`src/pwl_div.sv`:
```
// ----------------------------------------------------------------------------
// pwl_div - bit-serial restoring divider
// Unsigned quotient, one bit per cycle; done pulses once the last bit is in.
// ----------------------------------------------------------------------------
module pwl_div #(
	parameter int DVD_W = 34,
	parameter int DVS_W = 17
) (
	input  logic             clk,
	input  logic             arst_n,
	input  logic             start,
	input  logic [DVD_W-1:0] dividend,
	input  logic [DVS_W-1:0] divisor,
	output logic             done,
	output logic [DVD_W-1:0] quotient
);

	localparam int CNT_W = $clog2(DVD_W + 1);

	logic             busy_q;
	logic             done_q;
	logic [CNT_W-1:0] cnt_q;
	logic [DVD_W-1:0] acc_q;
	logic [DVS_W-1:0] rem_q;
	logic [DVS_W-1:0] dvs_q;
	logic [DVS_W:0]   trial;
	logic [DVS_W:0]   diff;
	logic             take;

	assign trial = {rem_q, acc_q[DVD_W-1]};
	assign take  = (trial >= {1'b0, dvs_q});
	assign diff  = trial - {1'b0, dvs_q};

	always_ff @(posedge clk or negedge arst_n) begin
		if (!arst_n) begin
			busy_q <= 1'b0;
			done_q <= 1'b0;
			cnt_q  <= '0;
		end else if (start) begin
			busy_q <= 1'b1;
			done_q <= 1'b0;
			cnt_q  <= '0;
		end else if (busy_q) begin
			cnt_q <= cnt_q + CNT_W'(1);
			if (cnt_q == CNT_W'(DVD_W - 1)) begin
				busy_q <= 1'b0;
				done_q <= 1'b1;
			end
		end else begin
			done_q <= 1'b0;
		end
	end

	always_ff @(posedge clk) begin
		if (start) begin
			acc_q <= dividend;
			rem_q <= '0;
			dvs_q <= divisor;
		end else if (busy_q) begin
			rem_q <= take ? diff[DVS_W-1:0] : trial[DVS_W-1:0];
			acc_q <= {acc_q[DVD_W-2:0], take};
		end
	end

	assign done     = done_q;
	assign quotient = acc_q;

endmodule

```
`config.mk`:
```
export PLATFORM = sky130hd
export DESIGN_NAME = pwl_div
export DESIGN_NICKNAME = d
export VERILOG_FILES = /design/src/pwl_div.sv
export SDC_FILE = /design/constraint.sdc
export NUM_CORES = 1
export LEC_CHECK = 0
export BUFFER_PORTS_ARGS = -buffer_cell sky130_fd_sc_hd__buf_2
export CAP_MARGIN = 20
export CORE_MARGIN = 3
export CORE_UTILIZATION = 51
export CTS_CLUSTER_DIAMETER = 100
export DETAILED_ROUTE_END_ITERATION = 10
export GPL_TIMING_DRIVEN = 1
export PLACE_DENSITY = 0.87
export SETUP_SLACK_MARGIN = 0.2
export SLEW_MARGIN = 20
export SYNTH_ARGS = -nofsm -noshare
export SYNTH_HDL_FRONTEND = slang
export SYNTH_SLANG_ARGS = --single-unit
export TNS_END_PERCENT = 10
```
`constraint.sdc`:
```
create_clock -name clk -period 7.2 [get_ports clk]
set_input_delay 1.44 -clock clk [delete_from_list [all_inputs] [get_ports clk]]
set_output_delay 1.44 -clock clk [all_outputs]
set_load 0.05 [all_outputs]
```
* Yosys cells after proc, flatten, opt, wreduce, memory -nomap -nowiden
Index checks and enable logic that the tools add are counted.
W data, S select, Z words.
** Word-level totals
- Output and inout port bits :: 35
- Word-level logic and storage cells :: 23
- Bits in registers :: 76
- Bits of input ports :: 54
** Operators by class
- Reduce and logical (&&, ||, !) cells :: 1
- Muxes and demuxes :: 11
- Equal/unequal tests :: 2
- Magnitude comparators :: 1
- $add $sub $neg :: 2
** Operators with widths (count)
- $mux W34 :: 2
- $ge A18 B17 Y1 :: 1
- $mux W17 :: 1
- $sub A17 B17 Y17 :: 1
- $mux W6 :: 2
- $add A6 B1 Y6 const B :: 1
- $eq A6 B6 Y1 const B :: 1
- $mux W1 :: 6
- $ne A3 B2 Y1 const B :: 1
- $reduce_bool A2 Y1 :: 1

* Depth between registers and ports, before layout
- Word-level depth :: 4
- Gate-level depth with buffers :: 11
- Depth with buffers taken out :: 10

* Worst setup path before layout
OpenSTA, ideal clock, no wires.
- Path kind :: register to register
- From :: register acc_q[33], in the netlist quotient[33]
- To :: register acc_q[0], in the netlist quotient[0], data pin
- Arrival :: 2.735 ns
- Slack :: 4.205 ns
- Required time :: 6.940 ns
- Buffers on the path :: 1
- Setup time :: 0.260 ns
- Stages on the path, launching flop included :: 11
- Period minus slack after synthesis :: 2.995 ns
- Cells stage by stage :: edfxtp_1 -> inv_1 -> ha_1 -> inv_1 -> fa_1 -> a21o_1 -> a221oi_4 -> a211oi_2 -> a211o_2 -> buf_6 -> mux2_2
** Between the ends
- Word-level cells in the longest chain between the ends :: 3
** RTL lines
- start: declaration :: line 23 : logic [DVD_W-1:0] acc_q;
- start signal: assignment :: line 56 : acc_q <= dividend;
- start signal: assignment :: line 61 : acc_q <= {acc_q[DVD_W-2:0], take};
- $ge A18 B17 Y1 :: line 31 : assign take = (trial >= {1'b0, dvs_q});
- $mux W34 :: line 59 : end else if (busy_q) begin
- $mux W34 :: line 55 : if (start) begin
Every way passes these cells. The select of a mux whose other input is x is not followed.
A chain may end at the register's enable or synchronous reset.

* Worst setup path after layout
- From :: input start
- To :: register acc_q[3], in the netlist quotient[3] (enable)
** Between the ends
- Word-level cells in the longest chain between the ends :: 1
** RTL lines
- start: declaration :: line 11 : input logic start,
- $reduce_bool A2 Y1 (no source line)
Every way passes these cells.

==> flow_metrics.tcl <==
set metrics [dict create \
    status "finished, final reports clean" \
    hold_depth 2 \
    ys_async_sr_fraction 0.105 \
    cts_tree "built" \
    clock.fmax_ghz 0.308 \
    synth_fp_nets 423 \
    hold_path_startpoint "rem_q[16]" \
    netlist_instances 349 \
    ioPinCount 89 \
    dieArea_mm2 0.00904 \
    startpoint_type "input pin" \
    drtIter0Drc 238 \
    cts_buffers 9 \
    synth_edf_count 51 \
    worstSetupPathType "input pin to flip-flop" \
    hold_path_end "rem_q[16]" \
    slowest_stage "inv_2" \
    min_period_ns 3.24 \
    yosysSeqAreaShare 0.512 \
    cpPeakStageDelay_ns 0.64 \
    grt_pass1_vias 3058 \
    cts_sinks 76 \
    cts_hold_buf 0 \
    htreeDepth 3 \
    drive_gt1_frac 0.345 \
    hold_viol 0 \
    start_util 0.541 \
    ys.warnings.count 0 \
    die_h_um 95.1 \
    fp.dieW_um 95.1 \
    fin_skew_ns 0.0121 \
    remaining_drc_errors 0 \
    final_cell_area_mm2 0.00472 \
    p_leak_nw 2.07 \
    drv_slew 0 \
    syn_to_final_growth_pct 16.7 \
    critPathBufInv 3 \
    track_usage 0.214 \
    via_per_inst 5.70 \
    fillCellCount 557 \
    worstPathRequired_ns 7.18 \
    cts_post_setup_buffers_inserted 0 \
    via_count 3060 \
    grt_first_pass_wirelength_um 14900 \
    core_mm2 0.00749 \
    fin_tns_setup_ns 0 \
    dpl.hpwl_um 6400 \
    rrSetupSlack_ns 3.99 \
    critical_path.cell_chain "buf_2, buf_4, nor2_1, inv_2" \
    max-cap-violations 0 \
    portBuffers 88 \
    p_per_area_mw_per_mm2 336 \
    hp-class "flip-flop to flip-flop" \
    rsz0062_at_grt "no" \
    path_depth 4 \
    syn_avg_cell_area_um2 11.6 \
    r2r_cells 10 \
    num_antenna_cells 0 \
    arrival_ns 3.22 \
    setup_viol 0 \
    grt_max_degree 70 \
    clock_latency_ns 0.35 \
    clkTransAtPathRegs_ns 0.07 \
    cts_buffer_depth 2 \
    place_area_mm2 0.00454 \
    drtAntennaViolNets 0 \
    grt-ovfl-total 0 \
    cp-end-kind "flip-flop" \
    timing.rr.start "quotient[33]" \
    slew_headroom 0.445 \
    finalCritPeriodShare 0.450 \
    r2r-end "rem_q[1]" \
    clockRootBuffer "clkbuf_8" \
    wl_per_cell_um 16.8 \
    nNetsFinal 507 \
    gp_congestion 0.891 \
    synth_top_flop_cell "edfxtp_1" \
    ir_drop_v 0.000191 \
    firstDrtPassIters 6 \
    worst_slew_pin_slew_ns 0.833 \
    rows 31 \
    cp_top_family "buffers and inverters" \
    drt-total-wl_um 9020 \
    ys_seq_elements 76 \
    antenna_found_initial 0 \
    netlist-cell-type-count 54 \
    syn-cell-area_mm2 0.00405 \
    crit_fanout 69 \
    ctsResizeCount 0 \
]
-- power by group --
group	internal, mW	switching (mW)	total, mW	leakage (nW)
Clock	0.159	0.153	0.312	0.0947
Sequential	0.544	0.0566	0.601	0.771
Combinational	0.260	0.413	0.673	1.20
-- layer usage --
layer | track usage | routed length [um]
met5 | 0 | 0
met2 | 0.327 | 4280
met1 | 0.289 | 3850
met3 | 0.0592 | 735
met4 | 0.0877 | 156
-- tightest hold or removal path: cells and delay by family, from the launching register on --
kind / cells / cell delay (ns)
and+or+nand+nor: 1 / 0.05
AOI/OAI and AO/OA: 1 / 0.05
DFF: 1 / 0.31
-- sequential cells by signal (all words and copies together), names as in the netlist --
name / flops
busy_q: 1
cnt_q: 6
done: 1
dvs_q: 17
quotient: 34
rem_q: 17
-- cells in the mapped netlist, types with 4 or more instances --
cell type,count,area share
xnor2_1,5,0.011
nand2b_1,5,0.0077
nand2_1,27,0.025
nand3_1,8,0.0099
ha_1,19,0.059
clkbuf_1,12,0.011
dfrtp_1,8,0.049
mux2_2,35,0.097
a32oi_1,5,0.011
a21oi_1,15,0.019
nor2_1,18,0.017
edfxtp_1,51,0.38
nand4_1,4,0.0062
a21o_1,11,0.020
xor2_1,12,0.026
inv_1,22,0.020
a311oi_1,5,0.011
o21ai_0,15,0.019
dfxtp_1,17,0.084
-- per-stage QoR --
step | utilization | hold slack (ns) | power [mW] | cells | setup WS [ns]
final | 0.631 | 0.456 | 1.59 | 537 | 3.96
after global routing | 0.631 | 0.483 | 1.67 | 537 | 3.79
after CTS | 0.631 | 0.461 | 1.58 | 537 | 3.96
after detailed placement | 0.607 | 0.452 | 1.27 | 521 | 3.60
after global placement | 0.607 | 0.453 | 1.24 | 521 | 3.28
after floorplan | - | 0.426 | 1.13 | 349 | 4.21
-- placed cells by master (no fill, tap or decap), types with 9 or more instances in the layout --
cell | synthesis | final
a21o_1 | 11 | 11
a21oi_1 | 15 | 15
buf_2 | 1 | 88
clkbuf_8 | 0 | 9
dfxtp_1 | 17 | 17
edfxtp_1 | 51 | 51
ha_1 | 19 | 19
inv_1 | 22 | 21
mux2_2 | 35 | 35
nand2_1 | 27 | 27
nor2_1 | 18 | 18
o21ai_0 | 15 | 15
xor2_1 | 12 | 12
-- final cells by class --
type | count | area (um2) | area share
clock inverters | 5 | 52.6 | 0.0111
multi-input cells | 234 | 1810 | 0.382
well taps | 99 | 124 | 0.0262
flip-flops and latches | 76 | 2070 | 0.439
inverters | 22 | 82.6 | 0.0175
clock buffers | 11 | 131 | 0.0278
repair buffers | 90 | 455 | 0.0964
-- worst max path at each step --
stage	end	slack, ns	from
finish	quotient[3]	3.96	start
global route	quotient[3]	3.79	start
CTS	quotient[5]	3.96	start
detailed placement	quotient[10]	3.60	start
global placement	quotient[1]	3.28	start
floorplan	quotient[0]	4.21	quotient[33]
-- logic make-up (layout without fill, tap and decap cells) --
logic type / count (synthesis) / after routing / share of synthesized area
compound gates: 81 / 81 / 0.150
xor+xnor: 17 / 17 / 0.0368
simple gates: 79 / 79 / 0.0939
mux: 37 / 37 / 0.102
fa+ha+maj: 20 / 20 / 0.0637
flops: 76 / 76 / 0.512
buf+inv: 39 / 128 / 0.0420
No activity file was read; power rests on OpenSTA's default activity.
